## src/sv/vrld_pkg.sv

```systemverilog
// Package with shared widths and the byte classification type of the record log decoder.
`timescale 1ns / 1ps

package vrld_pkg;

    localparam int BYTE_W  = 8;
    localparam int VALUE_W = 56;
    localparam int TYPE_W  = 2;
    localparam int INDEX_W = 2;

    localparam logic [BYTE_W-1:0] LEAD_BIAS = 8'd8;

    localparam logic [TYPE_W-1:0] REC_ATOM   = 2'd0;
    localparam logic [TYPE_W-1:0] REC_CREATE = 2'd1;
    localparam logic [TYPE_W-1:0] REC_REMOVE = 2'd2;

    localparam logic [BYTE_W-1:0] CMD_ATOM   = 8'd1;
    localparam logic [BYTE_W-1:0] CMD_CREATE = 8'd2;
    localparam logic [BYTE_W-1:0] CMD_REMOVE = 8'd3;

    typedef struct packed {
        logic cmd_known;
        logic lead_short;
        logic lead_zero;
    } vrld_class_t;

endpackage

```

## src/sv/varint_record_log_decoder.sv

```systemverilog
// Top level of the length-prefixed varint record log decoder.
`timescale 1ns / 1ps

// The block takes a change log one byte per request on the data channel
// (data_byte, data_valid, data_ready) and delivers decoded results on the
// result channel (result_valid, result_ready and the result fields).
// Each byte is classified on entry and held in a two-entry queue; the
// parser behind it takes one byte from the queue per cycle while its output
// register is free or being emptied, and writes any result into it.
// Throughput is one byte per cycle while the receiver takes each result,
// set by the parser state and the output register updating once per byte;
// the output register frees whenever the receiver takes its result.
// Without stalls the byte that completes a result passes through a queue
// entry and then the output register, where the receiver can take it.
// Bytes that complete nothing, such as command bytes and the first bytes of
// a multi-byte number, produce no result but still pass through the parser.
// When the receiver stalls, the output register holds its result, the queue
// fills, and data_ready falls once both entries are occupied.
// Reset empties the queue, drops any pending result and returns the parser
// to expecting a command byte.

module varint_record_log_decoder (
    input  logic                          clk,
    input  logic                          rst_n,
    input  logic [vrld_pkg::BYTE_W-1:0]   data_byte,
    input  logic                          data_valid,
    output logic                          data_ready,
    output logic                          result_valid,
    input  logic                          result_ready,
    output logic [vrld_pkg::TYPE_W-1:0]   record_type,
    output logic [vrld_pkg::INDEX_W-1:0]  field_index,
    output logic [vrld_pkg::VALUE_W-1:0]  value,
    output logic                          is_text_byte,
    output logic                          record_end,
    output logic                          bad_command
);

    logic                        q_valid;
    logic [vrld_pkg::BYTE_W-1:0] q_byte;
    vrld_pkg::vrld_class_t       q_class;
    logic                        q_pop;

    vrld_front u_front (
        .clk        (clk),
        .rst_n      (rst_n),
        .data_byte  (data_byte),
        .data_valid (data_valid),
        .data_ready (data_ready),
        .q_valid    (q_valid),
        .q_byte     (q_byte),
        .q_class    (q_class),
        .q_pop      (q_pop)
    );

    vrld_back u_back (
        .clk          (clk),
        .rst_n        (rst_n),
        .q_valid      (q_valid),
        .q_byte       (q_byte),
        .q_class      (q_class),
        .q_pop        (q_pop),
        .result_valid (result_valid),
        .result_ready (result_ready),
        .record_type  (record_type),
        .field_index  (field_index),
        .value        (value),
        .is_text_byte (is_text_byte),
        .record_end   (record_end),
        .bad_command  (bad_command)
    );

endmodule

```

## src/sv/vrld_front.sv

```systemverilog
// Input stage: accepts raw bytes, classifies them and holds them in a two-entry queue.
`timescale 1ns / 1ps

module vrld_front (
    input  logic                         clk,
    input  logic                         rst_n,
    input  logic [vrld_pkg::BYTE_W-1:0]  data_byte,
    input  logic                         data_valid,
    output logic                         data_ready,
    output logic                         q_valid,
    output logic [vrld_pkg::BYTE_W-1:0]  q_byte,
    output vrld_pkg::vrld_class_t        q_class,
    input  logic                         q_pop
);

    logic [vrld_pkg::BYTE_W-1:0] byte_reg [2];
    vrld_pkg::vrld_class_t       class_reg [2];
    logic                        wr_ptr_reg;
    logic                        wr_ptr_next;
    logic                        rd_ptr_reg;
    logic                        rd_ptr_next;
    logic [1:0]                  count_reg;
    logic [1:0]                  count_next;
    logic                        push;
    logic                        pop;
    vrld_pkg::vrld_class_t       class_in;

    always_comb
    begin
        class_in.cmd_known  = (data_byte == vrld_pkg::CMD_ATOM)
                           || (data_byte == vrld_pkg::CMD_CREATE)
                           || (data_byte == vrld_pkg::CMD_REMOVE);
        class_in.lead_short = (data_byte < vrld_pkg::LEAD_BIAS);
        class_in.lead_zero  = (data_byte == '0);
    end

    assign data_ready = (count_reg != 2'd2);
    assign push       = data_valid && data_ready;
    assign q_valid    = (count_reg != 2'd0);
    assign pop        = q_pop && q_valid;
    assign q_byte     = byte_reg[rd_ptr_reg];
    assign q_class    = class_reg[rd_ptr_reg];

    always_comb
    begin
        wr_ptr_next = push ? ~wr_ptr_reg : wr_ptr_reg;
        rd_ptr_next = pop ? ~rd_ptr_reg : rd_ptr_reg;
        count_next  = count_reg + {1'b0, push} - {1'b0, pop};
    end

    always_ff @(posedge clk or negedge rst_n)
    begin
        if (!rst_n)
        begin
            wr_ptr_reg <= 1'b0;
            rd_ptr_reg <= 1'b0;
            count_reg  <= 2'd0;
        end
        else
        begin
            wr_ptr_reg <= wr_ptr_next;
            rd_ptr_reg <= rd_ptr_next;
            count_reg  <= count_next;
        end
    end

    always_ff @(posedge clk)
    begin
        if (push)
        begin
            byte_reg[wr_ptr_reg]  <= data_byte;
            class_reg[wr_ptr_reg] <= class_in;
        end
    end

endmodule

```

## src/sv/vrld_back.sv

```systemverilog
// Parser stage: runs the record state machine on queued bytes and registers each result.
`timescale 1ns / 1ps

module vrld_back (
    input  logic                          clk,
    input  logic                          rst_n,
    input  logic                          q_valid,
    input  logic [vrld_pkg::BYTE_W-1:0]   q_byte,
    input  vrld_pkg::vrld_class_t         q_class,
    output logic                          q_pop,
    output logic                          result_valid,
    input  logic                          result_ready,
    output logic [vrld_pkg::TYPE_W-1:0]   record_type,
    output logic [vrld_pkg::INDEX_W-1:0]  field_index,
    output logic [vrld_pkg::VALUE_W-1:0]  value,
    output logic                          is_text_byte,
    output logic                          record_end,
    output logic                          bad_command
);

    localparam logic [1:0] PH_CMD  = 2'd0;
    localparam logic [1:0] PH_LEAD = 2'd1;
    localparam logic [1:0] PH_MORE = 2'd2;
    localparam logic [1:0] PH_TEXT = 2'd3;

    logic [1:0]                         phase_reg;
    logic [1:0]                         phase_next;
    logic [vrld_pkg::TYPE_W-1:0]        rtype_reg;
    logic [vrld_pkg::TYPE_W-1:0]        rtype_next;
    logic [vrld_pkg::INDEX_W-1:0]       fcount_reg;
    logic [vrld_pkg::INDEX_W-1:0]       fcount_next;
    logic [2:0]                         left_reg;
    logic [2:0]                         left_next;
    logic [2:0]                         pos_reg;
    logic [2:0]                         pos_next;
    logic [vrld_pkg::VALUE_W-1:0]       acc_reg;
    logic [vrld_pkg::VALUE_W-1:0]       acc_next;
    logic [vrld_pkg::VALUE_W-1:0]       text_left_reg;
    logic [vrld_pkg::VALUE_W-1:0]       text_left_next;
    logic [vrld_pkg::VALUE_W-1:0]       acc_merged;

    logic                               out_valid_reg;
    logic                               out_valid_next;
    logic [vrld_pkg::TYPE_W-1:0]        out_type_reg;
    logic [vrld_pkg::INDEX_W-1:0]       out_index_reg;
    logic [vrld_pkg::VALUE_W-1:0]       out_value_reg;
    logic                               out_text_reg;
    logic                               out_end_reg;
    logic                               out_bad_reg;

    logic                               emit;
    logic [vrld_pkg::TYPE_W-1:0]        e_type;
    logic [vrld_pkg::INDEX_W-1:0]       e_index;
    logic [vrld_pkg::VALUE_W-1:0]       e_value;
    logic                               e_text;
    logic                               e_end;
    logic                               e_bad;
    logic                               fin;
    logic [vrld_pkg::VALUE_W-1:0]       fin_val;
    logic [vrld_pkg::INDEX_W-1:0]       last_index;

    assign q_pop = q_valid && (!out_valid_reg || result_ready);

    assign acc_merged = acc_reg
                      | ({{(vrld_pkg::VALUE_W-vrld_pkg::BYTE_W){1'b0}}, q_byte}
                         << {pos_reg, 3'b000});

    always_comb
    begin
        phase_next     = phase_reg;
        rtype_next     = rtype_reg;
        fcount_next    = fcount_reg;
        left_next      = left_reg;
        pos_next       = pos_reg;
        acc_next       = acc_reg;
        text_left_next = text_left_reg;
        emit           = 1'b0;
        e_type         = vrld_pkg::REC_ATOM;
        e_index        = '0;
        e_value        = {{(vrld_pkg::VALUE_W-vrld_pkg::BYTE_W){1'b0}}, q_byte};
        e_text         = 1'b0;
        e_end          = 1'b0;
        e_bad          = 1'b0;
        fin            = 1'b0;
        fin_val        = '0;
        last_index     = (rtype_reg == vrld_pkg::REC_CREATE) ? 2'd3 : 2'd1;

        unique case (phase_reg)
            PH_CMD:
            begin
                if (q_class.cmd_known)
                begin
                    rtype_next  = q_byte[vrld_pkg::TYPE_W-1:0] - 2'd1;
                    fcount_next = '0;
                    phase_next  = PH_LEAD;
                end
                else
                begin
                    emit  = 1'b1;
                    e_end = 1'b1;
                    e_bad = 1'b1;
                end
            end
            PH_LEAD:
            begin
                if (!q_class.lead_short)
                begin
                    fin     = 1'b1;
                    fin_val = {{(vrld_pkg::VALUE_W-vrld_pkg::BYTE_W){1'b0}},
                               q_byte - vrld_pkg::LEAD_BIAS};
                end
                else if (q_class.lead_zero)
                begin
                    fin = 1'b1;
                end
                else
                begin
                    left_next  = q_byte[2:0];
                    pos_next   = '0;
                    acc_next   = '0;
                    phase_next = PH_MORE;
                end
            end
            PH_MORE:
            begin
                acc_next  = acc_merged;
                pos_next  = pos_reg + 3'd1;
                left_next = left_reg - 3'd1;
                if (left_reg == 3'd1)
                begin
                    fin     = 1'b1;
                    fin_val = acc_merged;
                end
            end
            PH_TEXT:
            begin
                text_left_next = text_left_reg - 1'b1;
                emit           = 1'b1;
                e_text         = 1'b1;
                if (text_left_reg == {{(vrld_pkg::VALUE_W-1){1'b0}}, 1'b1})
                begin
                    e_end      = 1'b1;
                    phase_next = PH_CMD;
                end
            end
            default:
            begin
                phase_next = PH_CMD;
            end
        endcase

        if (fin)
        begin
            emit     = 1'b1;
            e_type   = rtype_reg;
            e_index  = fcount_reg;
            e_value  = fin_val;
            acc_next = '0;
            pos_next = '0;
            left_next = '0;
            if (rtype_reg == vrld_pkg::REC_ATOM)
            begin
                if (fin_val == '0)
                begin
                    e_end      = 1'b1;
                    phase_next = PH_CMD;
                end
                else
                begin
                    text_left_next = fin_val;
                    phase_next     = PH_TEXT;
                end
            end
            else if (fcount_reg >= last_index)
            begin
                e_end      = 1'b1;
                phase_next = PH_CMD;
            end
            else
            begin
                fcount_next = fcount_reg + 2'd1;
                phase_next  = PH_LEAD;
            end
        end

        if (q_pop && emit)
        begin
            out_valid_next = 1'b1;
        end
        else if (result_ready)
        begin
            out_valid_next = 1'b0;
        end
        else
        begin
            out_valid_next = out_valid_reg;
        end
    end

    always_ff @(posedge clk or negedge rst_n)
    begin
        if (!rst_n)
        begin
            phase_reg     <= PH_CMD;
            rtype_reg     <= vrld_pkg::REC_ATOM;
            fcount_reg    <= '0;
            left_reg      <= '0;
            pos_reg       <= '0;
            acc_reg       <= '0;
            text_left_reg <= '0;
            out_valid_reg <= 1'b0;
        end
        else
        begin
            if (q_pop)
            begin
                phase_reg     <= phase_next;
                rtype_reg     <= rtype_next;
                fcount_reg    <= fcount_next;
                left_reg      <= left_next;
                pos_reg       <= pos_next;
                acc_reg       <= acc_next;
                text_left_reg <= text_left_next;
            end
            out_valid_reg <= out_valid_next;
        end
    end

    always_ff @(posedge clk)
    begin
        if (q_pop && emit)
        begin
            out_type_reg  <= e_type;
            out_index_reg <= e_index;
            out_value_reg <= e_value;
            out_text_reg  <= e_text;
            out_end_reg   <= e_end;
            out_bad_reg   <= e_bad;
        end
    end

    assign result_valid = out_valid_reg;
    assign record_type  = out_type_reg;
    assign field_index  = out_index_reg;
    assign value        = out_value_reg;
    assign is_text_byte = out_text_reg;
    assign record_end   = out_end_reg;
    assign bad_command  = out_bad_reg;

endmodule
```

## config.mk

```make
export PLATFORM = sky130hd
export DESIGN_NAME = varint_record_log_decoder
export DESIGN_NICKNAME = d
export VERILOG_FILES = /design/src/sv/vrld_pkg.sv /design/src/sv/varint_record_log_decoder.sv /design/src/sv/vrld_front.sv /design/src/sv/vrld_back.sv
export SDC_FILE = /design/constraint.sdc
export NUM_CORES = 1
export LEC_CHECK = 0
export BUFFER_PORTS_ARGS = -buffer_cell sky130_fd_sc_hd__clkbuf_2
export CAP_MARGIN = 5
export CORE_MARGIN = 2
export CORE_UTILIZATION = 40
export CTS_CLUSTER_SIZE = 8
export DETAILED_ROUTE_END_ITERATION = 16
export PLACE_DENSITY_LB_ADDON = 0.25
export SETUP_SLACK_MARGIN = 0.2
export SKIP_LAST_GASP = 1
export SYNTH_ARGS = -nofsm -noshare
export SYNTH_HDL_FRONTEND = slang
export SYNTH_SLANG_ARGS = --single-unit
```

## constraint.sdc

```tcl
create_clock -name clk -period 7.15 [get_ports clk]
set_input_delay 1.43 -clock clk [delete_from_list [all_inputs] [get_ports clk]]
set_output_delay 1.43 -clock clk [all_outputs]
set_load 0.1 [all_outputs]
```

==> summary.txt <==
Place
  • Port bufs: 76
  • Routability cong.: around 0.93
  • Pre-CTS setup slack: about 2300 ps
  • DP Wirelength: roughly 23000 µm

Setup path
  • R2r setup slk: ~2200 ps
  • CP Capture Point: u_back.text_left_reg[35]$_DFFE_PN0P_
  • Critical Path Source: u_back.phase_reg[0]$_DFFE_PN0P_
  • R2R Path Start: u_back.phase_reg[0]$_DFFE_PN0P_
  • Data arrival, critical path: approximately 5400 ps
  • WS Path Type: reg2reg
  • Startpoint Class: register
  • Setup crit end kind: register
  • CP required: 7570 ps
  • Worst R2R Path Depth: 11
  • Worst r2r dst: u_back.text_left_reg[35]$_DFFE_PN0P_
  • CP Max Fanout: 67

Synthesis
  • Register area share after synthesis: 53.7%
  • Avg Cell Area, Syn: between 9 and 10 µm²
  • Top cell type's share of synthesized area: between 20% and 30%
  • Synth async-reset ratio: between 60% and 70%
  • Synth Warn #: 0
  • Cell taking the most area after synthesis: dfrtp_1
  • Post-synth net total: approximately 1100
  • Number of synthesized register bits: ~210
  • Cells after Synth: 1090
  • Ys flop type: dfrtp_1
  • Syn Std Cell Area: between 10000 and 15000 µm²
  • Number of synthesized flops with an enable pin: 85
  • Synth unique cells: between 60 and 70
  • Synth top area cells: dfrtp_1 (30%), edfxtp_1 (24%), a21oi_1 (5.8%)

Detailed routing
  • Avg WL per Cell: 21.7 µm
  • Antenna viol nets, final: 0
  • DRT Pass-1 Iters: 6
  • DRC violations left: 0
  • Detailed Route Iter0 Violations: ~1200
  • Total wire length: approximately 32000 µm
  • Routed vias: between 9000 and 10000
  • Avg Vias per Cell: between 6 and 7

Clock network
  • Postcts setup bufs: 0
  • Htree depth: 1
  • Clock sink count: 214
  • CTS Root Cell: clkbuf_16
  • Reg clk slew, reported paths: 60 ps
  • CTS tree: built
  • Num CTS Buffers: 30
  • PostCTS Resize Cnt: 0
  • Clk buf depth: 3
  • Insertion delay of the later-clocked pin in the worst-skew pair: around 550 ps
  • CTS Hold Buffers Added: 0

Global route
  • Largest net degree at the start of global routing: 71
  • First-pass GRT wire length: just over 50000 µm
  • Initial antenna violation count: 0
  • Gr ovfl total: 0
  • Overall Global Routing Usage: a little under a quarter
  • Vias in the first global route: 8450

Final layout
  • Final #Nets: ~1200
  • Share of cells above drive strength 1: 13.1%
  • Most frequent cells in the layout: nor2_1 (157), dfrtp_1 (129), a21oi_1 (123), edfxtp_1 (85), clkbuf_2 (75)
  • Fill count: approximately 2500
  • Area grow syn2layout: 13.3%
  • Finished Core Util: 45.8%
  • Commonest non-fill, non-tap cell in the layout: nor2_1

Timing
  • Least-Margin Pin Slew: approximately 1100 ps
  • Fin worst setup slack: approximately 2200 ps
  • Slew HR: approximately 25%
  • Final clock skew: just over 20 ps
  • Hold Fails Final Rpt: 0
  • Slew Limit Fails: 0
  • Fmax: around 200 MHz
  • RSZ-0062 raised after global routing: false
  • Setup Viol. Count Final: 0
  • Setup TNS Final: 0 ps
  • Final worst-path cycle share: roughly 69%
  • Tmin final: about 4900 ps

Hold path
  • Hold Crit Class: reg2reg
  • Hold path start: u_back.text_left_reg[38]$_DFFE_PN0P_

Die
  • Core area: approximately 27000 µm²
  • Die Ht: 168 µm
  • Initial Utilization: about two fifths
  • Die Span X: roughly 170 µm
  • Std cell rows: 60
  • # IOs: just under 80
  • Die area: approximately 28000 µm²

Status
  • Status: finished clean

Flow run
  • Max_cap viols: 0
## synth_stat cells (7+ instances only)
library cell  number
and2_1             9
a311o_1            7
buf_2              8
nor2_1           157
a31oi_1            8
nor3_1            48
o21ai_0           55
a2bb2oi_1          9
a21oi_1          125
a211o_1            8
nand2_1           64
mux2i_1           15
a221o_1           18
clkbuf_1          52
inv_1             22
nor4_1            37
or3_1             14
xnor2_1            8
nand2b_1           7
nand3_1           24
buf_1             10
nand4_1            9
or4_1             10
and3_1            16
o22ai_1           10
dfrtp_1          129
o211ai_1           7
a22oi_1            9
ha_1              13
edfxtp_1          85
## how the worst min path moves through the flow
| stage | end | slack, ps | depth (start not counted) |
|---|---|---|---|
| after global placement | u_back.text_left_reg[38]$_DFFE_PN0P_ | 460 | 1 |
| after CTS | u_back.text_left_reg[38]$_DFFE_PN0P_ | 480 | 1 |
| final | u_back.text_left_reg[38]$_DFFE_PN0P_ | 480 | 1 |
| after detailed placement | u_back.text_left_reg[38]$_DFFE_PN0P_ | 470 | 1 |
| after floorplan | u_back.left_reg[1]$_DFFE_PN0P_ | 450 | 2 |
| after global routing | u_back.text_left_reg[38]$_DFFE_PN0P_ | 490 | 1 |
## logic make-up after synthesis
| kind of cell | share of synthesized area, % |
|---|---|
| simple gates | 19.6 |
| buf+inv | 3.93 |
| mux | 2.62 |
| compound gates | 18.0 |
| xor+xnor | 0.651 |
| fa+ha+maj | 1.51 |
| flops | 53.7 |
## worst max-delay path: stages (launching register included)
cell     delay (ps)
dfrtp_1         380
inv_1            90
ha_1            340
and3b_1         300
nand2_2         830
o22ai_1         280
nor4b_1         400
o21ai_0         270
o31ai_4         760
buf_4           470
nor2_1          270
a221o_1         400
## per-layer routing
layer  up-vias  share of wire (%)  GRT usage, %
met5         -                  0             0
met4         0                3.5          8.24
met3        74                7.7          3.20
met2       420                 44          34.4
met1      4476                 45          33.7
li1       4136                  -             -
## per-stage QoR
step,hold slack [ps],instance area [µm²],std cells
2_1_floorplan,450,10800,1090
3_3_place_gp,464,11300,1441
3_5_place_dp,472,11300,1441
4_1_cts,484,12200,1490
5_1_grt,488,12200,1490
6_report,482,12200,1491
## cell type report
class / count / area [µm²] / area share (%)
timing repair buffer: 86 / 462 / 3.79
antenna: 1 / 2.50 / 0.0205
tap: 341 / 427 / 3.50
multi-input combinational: 778 / 4600 / 37.7
sequential: 214 / 5780 / 47.4
clock buffer: 48 / 828 / 6.79
inverter: 22 / 82.6 / 0.677
clock inverter: 1 / 16.3 / 0.133
Power is not shown: default switching activity piles up to over one toggle a cycle in this logic, so the estimate is an artifact.
